<file path="config.mk">
export PLATFORM = sky130hd
export DESIGN_NAME = rc4_stream_cipher_core_flat
export DESIGN_NICKNAME = d
export VERILOG_FILES = /design/src/rtl/rc4_pkg.sv /design/src/rtl/rc4_req_if.sv /design/src/rtl/rc4_rsp_if.sv /design/src/rtl/rc4_ram.sv /design/src/rtl/rc4_stream_cipher_core.sv /design/src/flat_wrapper.sv
export SDC_FILE = /design/constraint.sdc
export NUM_CORES = 2
export LEC_CHECK = 0
export ABC_CLOCK_PERIOD_IN_PS = 40500
export BUFFER_PORTS_ARGS = -buffer_cell sky130_fd_sc_hd__clkbuf_2
export CAP_MARGIN = 40
export CORE_ASPECT_RATIO = 1.5
export CORE_MARGIN = 3
export CORE_UTILIZATION = 45
export DETAILED_ROUTE_END_ITERATION = 6
export GPL_ROUTABILITY_DRIVEN = 0
export PLACE_DENSITY = 0.72
export SKIP_CTS_REPAIR_TIMING = 1
export SLEW_MARGIN = 20
export SYNTH_ARGS = -nofsm -noshare
export SYNTH_HDL_FRONTEND = slang
export SYNTH_SLANG_ARGS = --single-unit
</file>
<file path="constraint.sdc">
create_clock -name clock -period 40.5 [get_ports clock]
set_input_delay 4.05 -clock clock [delete_from_list [all_inputs] [get_ports clock]]
set_output_delay 4.05 -clock clock [all_outputs]
set_load 0.02 [all_outputs]
</file>
<file path="src/rtl/rc4_pkg.sv">
// shared constants and codes for the rc4 stream cipher core
package rc4_pkg;

   // byte and permutation geometry
   localparam int BYTE_W     = 8;
   localparam int PERM_DEPTH = 256;
   localparam int PERM_AW    = 8;

   // key store geometry
   localparam int MAX_KEY_BYTES = 256;
   localparam int KEY_AW        = (MAX_KEY_BYTES > 1) ? $clog2(MAX_KEY_BYTES) : 1;
   localparam int KEY_CW        = $clog2(MAX_KEY_BYTES + 1);

   // operation codes on the request channel
   localparam logic OP_KEY  = 1'b0;
   localparam logic OP_DATA = 1'b1;

endpackage

</file>
<file path="src/rtl/rc4_req_if.sv">
// request channel: key and data beats into the cipher core
interface rc4_req_if;
   logic                      valid;
   logic                      ready;
   logic                      operation;
   logic [rc4_pkg::BYTE_W-1:0] byte_value;
   logic                      last_key_byte;

   modport source (output valid, output operation, output byte_value,
                   output last_key_byte, input ready);
   modport sink   (input valid, input operation, input byte_value,
                   input last_key_byte, output ready);
endinterface

</file>
<file path="src/rtl/rc4_rsp_if.sv">
// response channel: cipher output beats from the core
interface rc4_rsp_if;
   logic                      valid;
   logic                      ready;
   logic [rc4_pkg::BYTE_W-1:0] data_out;
   logic                      no_key;

   modport source (output valid, output data_out, output no_key, input ready);
   modport sink   (input valid, input data_out, input no_key, output ready);
endinterface

</file>
<file path="src/rtl/rc4_ram.sv">
// generic single-write, single-read ram with registered read data
module rc4_ram #(
   parameter int WIDTH = 8,
   parameter int DEPTH = 256
) (
   input  logic                                       clock,
   input  logic                                       wr_en,
   input  logic [((DEPTH > 1) ? $clog2(DEPTH) : 1)-1:0] wr_addr,
   input  logic [WIDTH-1:0]                           wr_data,
   input  logic                                       rd_en,
   input  logic [((DEPTH > 1) ? $clog2(DEPTH) : 1)-1:0] rd_addr,
   output logic [WIDTH-1:0]                           rd_data
);

   logic [WIDTH-1:0] mem_ff [DEPTH];
   logic [WIDTH-1:0] rd_data_ff;

   // write port
   always_ff @(posedge clock) begin
      if (wr_en) begin
         mem_ff[wr_addr] <= wr_data;
      end
   end

   // registered read port, holds its data while not enabled
   always_ff @(posedge clock) begin
      if (rd_en) begin
         rd_data_ff <= mem_ff[rd_addr];
      end
   end

   assign rd_data = rd_data_ff;

endmodule

</file>
<file path="src/rtl/rc4_stream_cipher_core.sv">
// rc4 core: a keyed data beat takes 4 steps after accept (d_rdj, d_swap, d_wr2, d_out;
// the last loads the output register), and no new beat is taken until the core is idle again;
// a data beat before any key passes through unchanged; a key beat is stored on accept while there is room.
// the last key beat runs the key schedule, one swap per entry over 256 entries,
// no beats accepted meanwhile; a held result stalls the next beat.
// reset is synchronous: permutation reads as identity through per-entry valid bits,
// indices, key count and keyed flag clear at once, so beats are taken right away.
module rc4_stream_cipher_core (
   input  logic       clock,
   input  logic       reset,
   rc4_req_if.sink    req_ch,
   rc4_rsp_if.source  rsp_ch
);

   typedef enum logic [3:0] {
      ST_IDLE,
      ST_PASS,
      ST_D_RDJ,
      ST_D_SWAP,
      ST_D_WR2,
      ST_D_OUT,
      ST_K_RD,
      ST_K_J,
      ST_K_WR1,
      ST_K_WR2
   } state_type;

   state_type state_ff;

   logic [rc4_pkg::PERM_AW-1:0] i_ff;
   logic [rc4_pkg::PERM_AW-1:0] j_ff;
   logic [rc4_pkg::PERM_AW-1:0] n_ff;
   logic [rc4_pkg::BYTE_W-1:0]  si_ff;
   logic [rc4_pkg::BYTE_W-1:0]  sj_ff;
   logic [rc4_pkg::BYTE_W-1:0]  value_ff;
   logic                        fwd_ff;
   logic                        keyed_ff;
   logic [rc4_pkg::KEY_CW-1:0]  key_count_ff;
   logic [rc4_pkg::KEY_CW-1:0]  key_len_ff;
   logic [rc4_pkg::KEY_AW-1:0]  kidx_ff;
   logic [rc4_pkg::PERM_DEPTH-1:0] perm_valid_ff;
   logic                        rd_valid_ff;
   logic [rc4_pkg::PERM_AW-1:0] rd_addr_ff;
   logic                        rsp_valid_ff;
   logic [rc4_pkg::BYTE_W-1:0]  rsp_data_ff;
   logic                        rsp_no_key_ff;

   logic                        perm_wr_en;
   logic [rc4_pkg::PERM_AW-1:0] perm_wr_addr;
   logic [rc4_pkg::BYTE_W-1:0]  perm_wr_data;
   logic                        perm_rd_en;
   logic [rc4_pkg::PERM_AW-1:0] perm_rd_addr;
   logic [rc4_pkg::BYTE_W-1:0]  perm_rd_data;
   logic [rc4_pkg::BYTE_W-1:0]  perm_q;

   logic                        key_wr_en;
   logic                        key_rd_en;
   logic [rc4_pkg::BYTE_W-1:0]  key_rd_data;

   logic                        req_accept;
   logic                        is_data;
   logic                        key_room;
   logic                        slot_free;
   logic                        rsp_load;
   logic [rc4_pkg::KEY_CW-1:0]  key_count_next;
   logic [rc4_pkg::KEY_CW-1:0]  kidx_inc;
   logic [rc4_pkg::BYTE_W-1:0]  ks_byte;

   // handshake and shared decode
   assign req_ch.ready   = (state_ff == ST_IDLE);
   assign req_accept     = req_ch.valid && req_ch.ready;
   assign is_data        = (req_ch.operation == rc4_pkg::OP_DATA);
   assign key_room       = (key_count_ff < rc4_pkg::KEY_CW'(rc4_pkg::MAX_KEY_BYTES));
   assign key_count_next = key_room ? (key_count_ff + rc4_pkg::KEY_CW'(1)) : key_count_ff;
   assign kidx_inc       = rc4_pkg::KEY_CW'(kidx_ff) + rc4_pkg::KEY_CW'(1);
   assign slot_free      = !rsp_valid_ff || rsp_ch.ready;
   assign rsp_load       = slot_free && ((state_ff == ST_PASS) || (state_ff == ST_D_OUT));

   // entries never written since the last clear read as their own index
   assign perm_q  = rd_valid_ff ? perm_rd_data : rd_addr_ff;
   assign ks_byte = fwd_ff ? si_ff : perm_q;

   // key store write straight from the accepted key beat
   assign key_wr_en = req_accept && !is_data && key_room;
   assign key_rd_en = (state_ff == ST_K_RD);

   // permutation ram port control
   always_comb begin
      perm_wr_en   = 1'b0;
      perm_wr_addr = '0;
      perm_wr_data = '0;
      perm_rd_en   = 1'b0;
      perm_rd_addr = '0;
      unique case (state_ff)
         ST_IDLE: begin
            perm_rd_en   = req_accept && is_data && keyed_ff;
            perm_rd_addr = i_ff + rc4_pkg::PERM_AW'(1);
         end
         ST_D_RDJ: begin
            perm_rd_en   = 1'b1;
            perm_rd_addr = j_ff + perm_q;
         end
         ST_D_SWAP: begin
            perm_wr_en   = 1'b1;
            perm_wr_addr = i_ff;
            perm_wr_data = perm_q;
         end
         ST_D_WR2: begin
            perm_wr_en   = 1'b1;
            perm_wr_addr = j_ff;
            perm_wr_data = si_ff;
            perm_rd_en   = 1'b1;
            perm_rd_addr = si_ff + sj_ff;
         end
         ST_K_RD: begin
            perm_rd_en   = 1'b1;
            perm_rd_addr = n_ff;
         end
         ST_K_J: begin
            perm_rd_en   = 1'b1;
            perm_rd_addr = j_ff + perm_q + key_rd_data;
         end
         ST_K_WR1: begin
            perm_wr_en   = 1'b1;
            perm_wr_addr = n_ff;
            perm_wr_data = perm_q;
         end
         ST_K_WR2: begin
            perm_wr_en   = 1'b1;
            perm_wr_addr = j_ff;
            perm_wr_data = si_ff;
         end
         default: begin
         end
      endcase
   end

   // sequencer, indices and response register
   always_ff @(posedge clock) begin
      if (reset) begin
         state_ff      <= ST_IDLE;
         i_ff          <= '0;
         j_ff          <= '0;
         keyed_ff      <= 1'b0;
         key_count_ff  <= '0;
         perm_valid_ff <= '0;
         rsp_valid_ff  <= 1'b0;
      end else begin
         if (rsp_load) begin
            rsp_valid_ff <= 1'b1;
         end else if (rsp_ch.ready) begin
            rsp_valid_ff <= 1'b0;
         end
         if (perm_wr_en) begin
            perm_valid_ff[perm_wr_addr] <= 1'b1;
         end
         if (perm_rd_en) begin
            rd_valid_ff <= perm_valid_ff[perm_rd_addr];
            rd_addr_ff  <= perm_rd_addr;
         end
         unique case (state_ff)
            ST_IDLE: begin
               if (req_accept) begin
                  if (is_data) begin
                     value_ff <= req_ch.byte_value;
                     if (keyed_ff) begin
                        i_ff     <= i_ff + rc4_pkg::PERM_AW'(1);
                        state_ff <= ST_D_RDJ;
                     end else begin
                        state_ff <= ST_PASS;
                     end
                  end else begin
                     key_count_ff <= key_count_next;
                     if (req_ch.last_key_byte) begin
                        // start key schedule from the identity permutation
                        key_len_ff    <= key_count_next;
                        perm_valid_ff <= '0;
                        n_ff          <= '0;
                        j_ff          <= '0;
                        kidx_ff       <= '0;
                        state_ff      <= ST_K_RD;
                     end
                  end
               end
            end
            ST_PASS: begin
               if (slot_free) begin
                  rsp_data_ff   <= value_ff;
                  rsp_no_key_ff <= 1'b1;
                  state_ff      <= ST_IDLE;
               end
            end
            // data beat: s[i] read back, advance j
            ST_D_RDJ: begin
               si_ff    <= perm_q;
               j_ff     <= j_ff + perm_q;
               state_ff <= ST_D_SWAP;
            end
            ST_D_SWAP: begin
               sj_ff    <= perm_q;
               state_ff <= ST_D_WR2;
            end
            // keystream read overlaps the s[j] write, so forward on a hit
            ST_D_WR2: begin
               fwd_ff   <= ((si_ff + sj_ff) == j_ff);
               state_ff <= ST_D_OUT;
            end
            ST_D_OUT: begin
               if (slot_free) begin
                  rsp_data_ff   <= value_ff ^ ks_byte;
                  rsp_no_key_ff <= 1'b0;
                  state_ff      <= ST_IDLE;
               end
            end
            // key schedule: one swap per entry, through k_rd, k_j, k_wr1 and k_wr2
            ST_K_RD: begin
               state_ff <= ST_K_J;
            end
            ST_K_J: begin
               si_ff <= perm_q;
               j_ff  <= j_ff + perm_q + key_rd_data;
               if (kidx_inc == key_len_ff) begin
                  kidx_ff <= '0;
               end else begin
                  kidx_ff <= kidx_inc[rc4_pkg::KEY_AW-1:0];
               end
               state_ff <= ST_K_WR1;
            end
            ST_K_WR1: begin
               state_ff <= ST_K_WR2;
            end
            ST_K_WR2: begin
               n_ff <= n_ff + rc4_pkg::PERM_AW'(1);
               if (n_ff == rc4_pkg::PERM_AW'(rc4_pkg::PERM_DEPTH - 1)) begin
                  i_ff         <= '0;
                  j_ff         <= '0;
                  key_count_ff <= '0;
                  keyed_ff     <= 1'b1;
                  state_ff     <= ST_IDLE;
               end else begin
                  state_ff <= ST_K_RD;
               end
            end
            default: begin
               state_ff <= ST_IDLE;
            end
         endcase
      end
   end

   assign rsp_ch.valid    = rsp_valid_ff;
   assign rsp_ch.data_out = rsp_data_ff;
   assign rsp_ch.no_key   = rsp_no_key_ff;

   // permutation store
   rc4_ram #(
      .WIDTH (rc4_pkg::BYTE_W),
      .DEPTH (rc4_pkg::PERM_DEPTH)
   ) u_perm_ram (
      .clock   (clock),
      .wr_en   (perm_wr_en),
      .wr_addr (perm_wr_addr),
      .wr_data (perm_wr_data),
      .rd_en   (perm_rd_en),
      .rd_addr (perm_rd_addr),
      .rd_data (perm_rd_data)
   );

   // key store
   rc4_ram #(
      .WIDTH (rc4_pkg::BYTE_W),
      .DEPTH (rc4_pkg::MAX_KEY_BYTES)
   ) u_key_ram (
      .clock   (clock),
      .wr_en   (key_wr_en),
      .wr_addr (key_count_ff[rc4_pkg::KEY_AW-1:0]),
      .wr_data (req_ch.byte_value),
      .rd_en   (key_rd_en),
      .rd_addr (kidx_ff),
      .rd_data (key_rd_data)
   );

endmodule
</file>
<file path="src/flat_wrapper.sv">
// flat-port wrapper written by rule: the top's interface ports become plain ports
module rc4_stream_cipher_core_flat 
  (clock, reset, req_ch_valid, req_ch_operation, req_ch_byte_value, req_ch_last_key_byte, req_ch_ready, rsp_ch_valid, rsp_ch_data_out, rsp_ch_no_key, rsp_ch_ready);
  rc4_req_if req_ch_i ();
  rc4_rsp_if rsp_ch_i ();
  input  logic clock;
  input  logic reset;
  input wire logic [$bits(req_ch_i.valid)-1:0] req_ch_valid;
  input wire logic [$bits(req_ch_i.operation)-1:0] req_ch_operation;
  input wire logic [$bits(req_ch_i.byte_value)-1:0] req_ch_byte_value;
  input wire logic [$bits(req_ch_i.last_key_byte)-1:0] req_ch_last_key_byte;
  output wire logic [$bits(req_ch_i.ready)-1:0] req_ch_ready;
  output wire logic [$bits(rsp_ch_i.valid)-1:0] rsp_ch_valid;
  output wire logic [$bits(rsp_ch_i.data_out)-1:0] rsp_ch_data_out;
  output wire logic [$bits(rsp_ch_i.no_key)-1:0] rsp_ch_no_key;
  input wire logic [$bits(rsp_ch_i.ready)-1:0] rsp_ch_ready;
  assign req_ch_i.valid = req_ch_valid;
  assign req_ch_i.operation = req_ch_operation;
  assign req_ch_i.byte_value = req_ch_byte_value;
  assign req_ch_i.last_key_byte = req_ch_last_key_byte;
  assign req_ch_ready = req_ch_i.ready;
  assign rsp_ch_valid = rsp_ch_i.valid;
  assign rsp_ch_data_out = rsp_ch_i.data_out;
  assign rsp_ch_no_key = rsp_ch_i.no_key;
  assign rsp_ch_i.ready = rsp_ch_ready;
  rc4_stream_cipher_core u_core (.clock(clock), .reset(reset), .req_ch(req_ch_i), .rsp_ch(rsp_ch_i));
endmodule
</file>
==> metrics.yaml <==
timing:
  clock.fmax_ghz: 0.117
  skew_ns: 0.0637
  min_period_ns: 8.57
  tns_ns: 0
  whs_ns: 0.459
  slew_violations: 0
  hold_viol: 0
  grt_setup_unrepaired: "no"
  finalCritPeriodShare_pct: 21.2
  tightestPinTransition_ns: 1.22
  slew_headroom_pct: 18.7
  setup_violations: 0
synth:
  synth_top_area_cell: "edfxtp_1"
  yosysTopAreaCellShare_pct: 70.6
  ys_async_sr_fraction_pct: 0
  ys_ff_latch: 4467
  syn-cell-area_um2: 178000
  post-synth-top-count-cell: "edfxtp_1"
  synth_warnings: 0
  synth_edf_count: 4180
  synth_compound_area_share_pct: 4.52
  yosys-top-cells-count: "4180 x edfxtp_1, 1757 x nand2_1, 831 x nand3_1"
  synthCells: 10900
  synth-xor-area-share_pct: 0.296
  synth-simple-area-share_pct: 8.46
  yosysSeqAreaShare_pct: 73.8
  ys_top_cells_by_area: "edfxtp_1 71%, mux4_2 9.2%, nand2_1 3.7%, dfxtp_1 3.2%, nand3_1 2.3%"
  synth_cell_types: 90
  synth_top_family_by_area: "multiplexers"
  yosys_most_used_dff: "edfxtp_1"
  synth_nets: 11000
  postSynthAreaPerCell_um2: 16.3
  synthMuxAreaShare_pct: 10.5
  synth_fa_ha_area_share_pct: 0.238
flow_run:
  drv_cap: 0
critical_path:
  crit_top_cell: "buf_12"
  cp-start-kind: "register"
  critPathSlowestCell: "a31oi_1"
  cp.arrival_ns: 9.38
  critPathMaxStageDelay_ns: 0.75
  cp_cell_sequence: "mux2i_1 > inv_1 > ha_1 > inv_1 > fa_1 > xnor2_1 > ha_1 > xor2_1 > a22oi_2 > buf_12 > and3_4 > buf_12 > buf_4 > buf_4 > buf_12 > a211oi_1 > a311oi_1 > a31oi_1 > o22ai_1 > nor3_1 > a31oi_1 > o211a_1"
  cp_data_required_time_ns: 41.31
  crit_family: "buffers and inverters"
  cp-end-kind: "register"
  cp.buffers_inverters: 7
  path_max_fanout: 151
  criticalPathCategory: "register to register"
clock_network:
  cts_buffers: 406
  tritoncts: "yes"
  clock-sinks: 4467
  cts_max_level: 5
  clockBufferDepth: 4
  clkTransAtPathRegs_ns: 0.06
  cts_root_buf: "clkbuf_16"
  clkLatencyLatePin_ns: 0.94
finish:
  drive_above_1_share_pct: 17.4
  area_delta_synth_final_pct: 12.6
  n_fill_cell: 30600
  final_nets: 11200
  stdcell_area_um2: 200000
global_routing:
  grt_use_total_pct: 24.4
  antenna_found_initial: 15
  grt_pass1_wl_mm: 724
  grt_pass1_vias: 103000
  grt_max_degree: 206
  grt-ovfl-total: 0
pwr:
  ir_drop_mv: 0.0370
  p_sw_share_pct: 24.8
  switchingPower_uw: 2490
  p_leak_uw: 0.0643
  p_int_uw: 7580
  combinationalPowerShare_pct: 10.6
  p_seq_share_pct: 50.4
  power_density_nw_per_um2: 50.3
  p_clk_share_pct: 39.0
outcome:
  violations: "DRC"
  status: "finished, violations left"
place:
  hpwl_mm: 310
  io_buffers: 24
  place_area_um2: 186000
detailed_routing:
  drt-initial-drc-count: 14800
  wl_per_cell_um: 30.1
  viasPerCell: 6.22
  num_vias: 105000
  antenna_left: 0
  first_pass_iters: 7
  drc: 10
  wirelength_mm: 505
die:
  die_x_um: 519
  start_util_pct: 45.2
  io_pins: 25
  dieHeight_um: 776
  num_rows: 282
  fp.dieArea_um2: 403000
  placeableCoreArea_um2: 393000
min_path:
  hp-class: "register to register"
[cells in the final DEF, fill, tap and decap left out, types with 38 or more instances in the layout]
| cell | n |
|---|---|
| a211oi_1 | 118 |
| a21oi_1 | 117 |
| a311oi_1 | 201 |
| a31oi_1 | 149 |
| and3_1 | 106 |
| buf_4 | 427 |
| bufinv_16 | 51 |
| clkbuf_1 | 72 |
| clkbuf_16 | 410 |
| clkinv_1 | 59 |
| clkinv_2 | 76 |
| dfxtp_1 | 287 |
| edfxtp_1 | 4180 |
| inv_1 | 80 |
| mux2i_1 | 223 |
| mux4_2 | 728 |
| nand2_1 | 1756 |
| nand3_1 | 831 |
| nor2_1 | 595 |
| nor3_1 | 38 |
| o21a_1 | 264 |
| o21ai_0 | 63 |
| xnor2_1 | 39 |
[metal layers]
| layer | vias to the layer above | track usage [%] | routed length, µm |
|---|---|---|---|
| li1 | 43000 | - | - |
| met1 | 52900 | 27.6 | 161000 |
| met2 | 6891 | 40.7 | 249000 |
| met3 | 1771 | 4.92 | 47900 |
| met4 | 12 | 18.6 | 47000 |
| met5 | - | 0 | 85 |
[area by class of cell]
type	count	area, µm²	share of cell area, %
Multi-Input combinational cell	5663	43100	21.5
Antenna cell	11	27.5	0.0137
Clock inverter	243	2730	1.36
Clock buffer	499	10800	5.37
Timing Repair Buffer	572	5490	2.74
Inverter	88	370	0.185
Tap cell	5254	6570	3.28
Sequential cell	4467	131000	65.5
[power by group through the flow]
stage,sequential (µW),combinational [µW],clock (µW)
after global placement,5170,972,0
final,5070,1070,3930
after detailed placement,5170,1010,0
after CTS,5070,1020,3950
after global routing,5070,1100,4130
after floorplan,5200,586,0
[flip-flops by register name (all words and copies together) (netlist names), 9 cells and up]
signal and flops:
u_core.u_perm_ram.mem_ff 2048, u_core.u_key_ram.mem_ff 2048, u_core.key_len_ff 9, u_core.key_count_ff 9
u_core.perm_valid_ff 256
[final timing paths]
check / slack, ns / end / start / cells after the start
max: 31.93 / u_core.u_perm_ram.rd_data[6]$_DFFE_PP_ / u_core.rd_valid_ff$_DFFE_PP_ / 22
min: 0.46 / u_core.perm_valid_ff[164]$_SDFF_PP0_ / u_core.perm_valid_ff[164]$_SDFF_PP0_ / 1
max reg2reg: 31.93 / u_core.u_perm_ram.rd_data[6]$_DFFE_PP_ / u_core.rd_valid_ff$_DFFE_PP_ / 22
min reg2reg: 0.46 / u_core.perm_valid_ff[164]$_SDFF_PP0_ / u_core.perm_valid_ff[164]$_SDFF_PP0_ / 1
[kinds of logic (layout without fill, tap and decap cells)]
logic type | Yosys count | in the layout
AO/OA/AOI/OAI | 1106 | 1106
XOR/XNOR | 60 | 60
adder cells (fa/ha/maj) | 32 | 32
buffers and inverters | 812 | 1402
flip-flops | 4467 | 4467
multiplexers | 957 | 957
other | 0 | 11
AND/OR/NAND/NOR | 3508 | 3508
[worst register-to-register path, stage by stage, from the launching register on]
cell	delay, ns
edfxtp_1	0.69
mux2i_1	0.31
inv_1	0.18
ha_1	0.23
inv_1	0.07
fa_1	0.40
xnor2_1	0.27
ha_1	0.34
xor2_1	0.18
a22oi_2	0.21
buf_12	0.42
and3_4	0.79
buf_12	0.62
buf_4	0.89
buf_4	0.59
buf_12	0.29
a211oi_1	0.13
a311oi_1	0.29
a31oi_1	0.11
o22ai_1	0.31
nor3_1	0.09
a31oi_1	0.75
o211a_1	0.28
[metrics by stage]
| stage | util, % | std cells | total power (µW) | worst slack [ns] |
|---|---|---|---|---|
| after global placement | 46.5 | 15700 | 6140 | 31.95 |
| after global routing | 50.9 | 16800 | 10300 | 31.73 |
| final | 50.9 | 16800 | 10100 | 31.93 |
| after floorplan | - | 10900 | 5780 | 26.82 |
| after detailed placement | 47.2 | 15900 | 6180 | 32.22 |
| after CTS | 50.6 | 16700 | 10000 | 32.15 |
No activity file was read; power rests on OpenSTA's default activity.
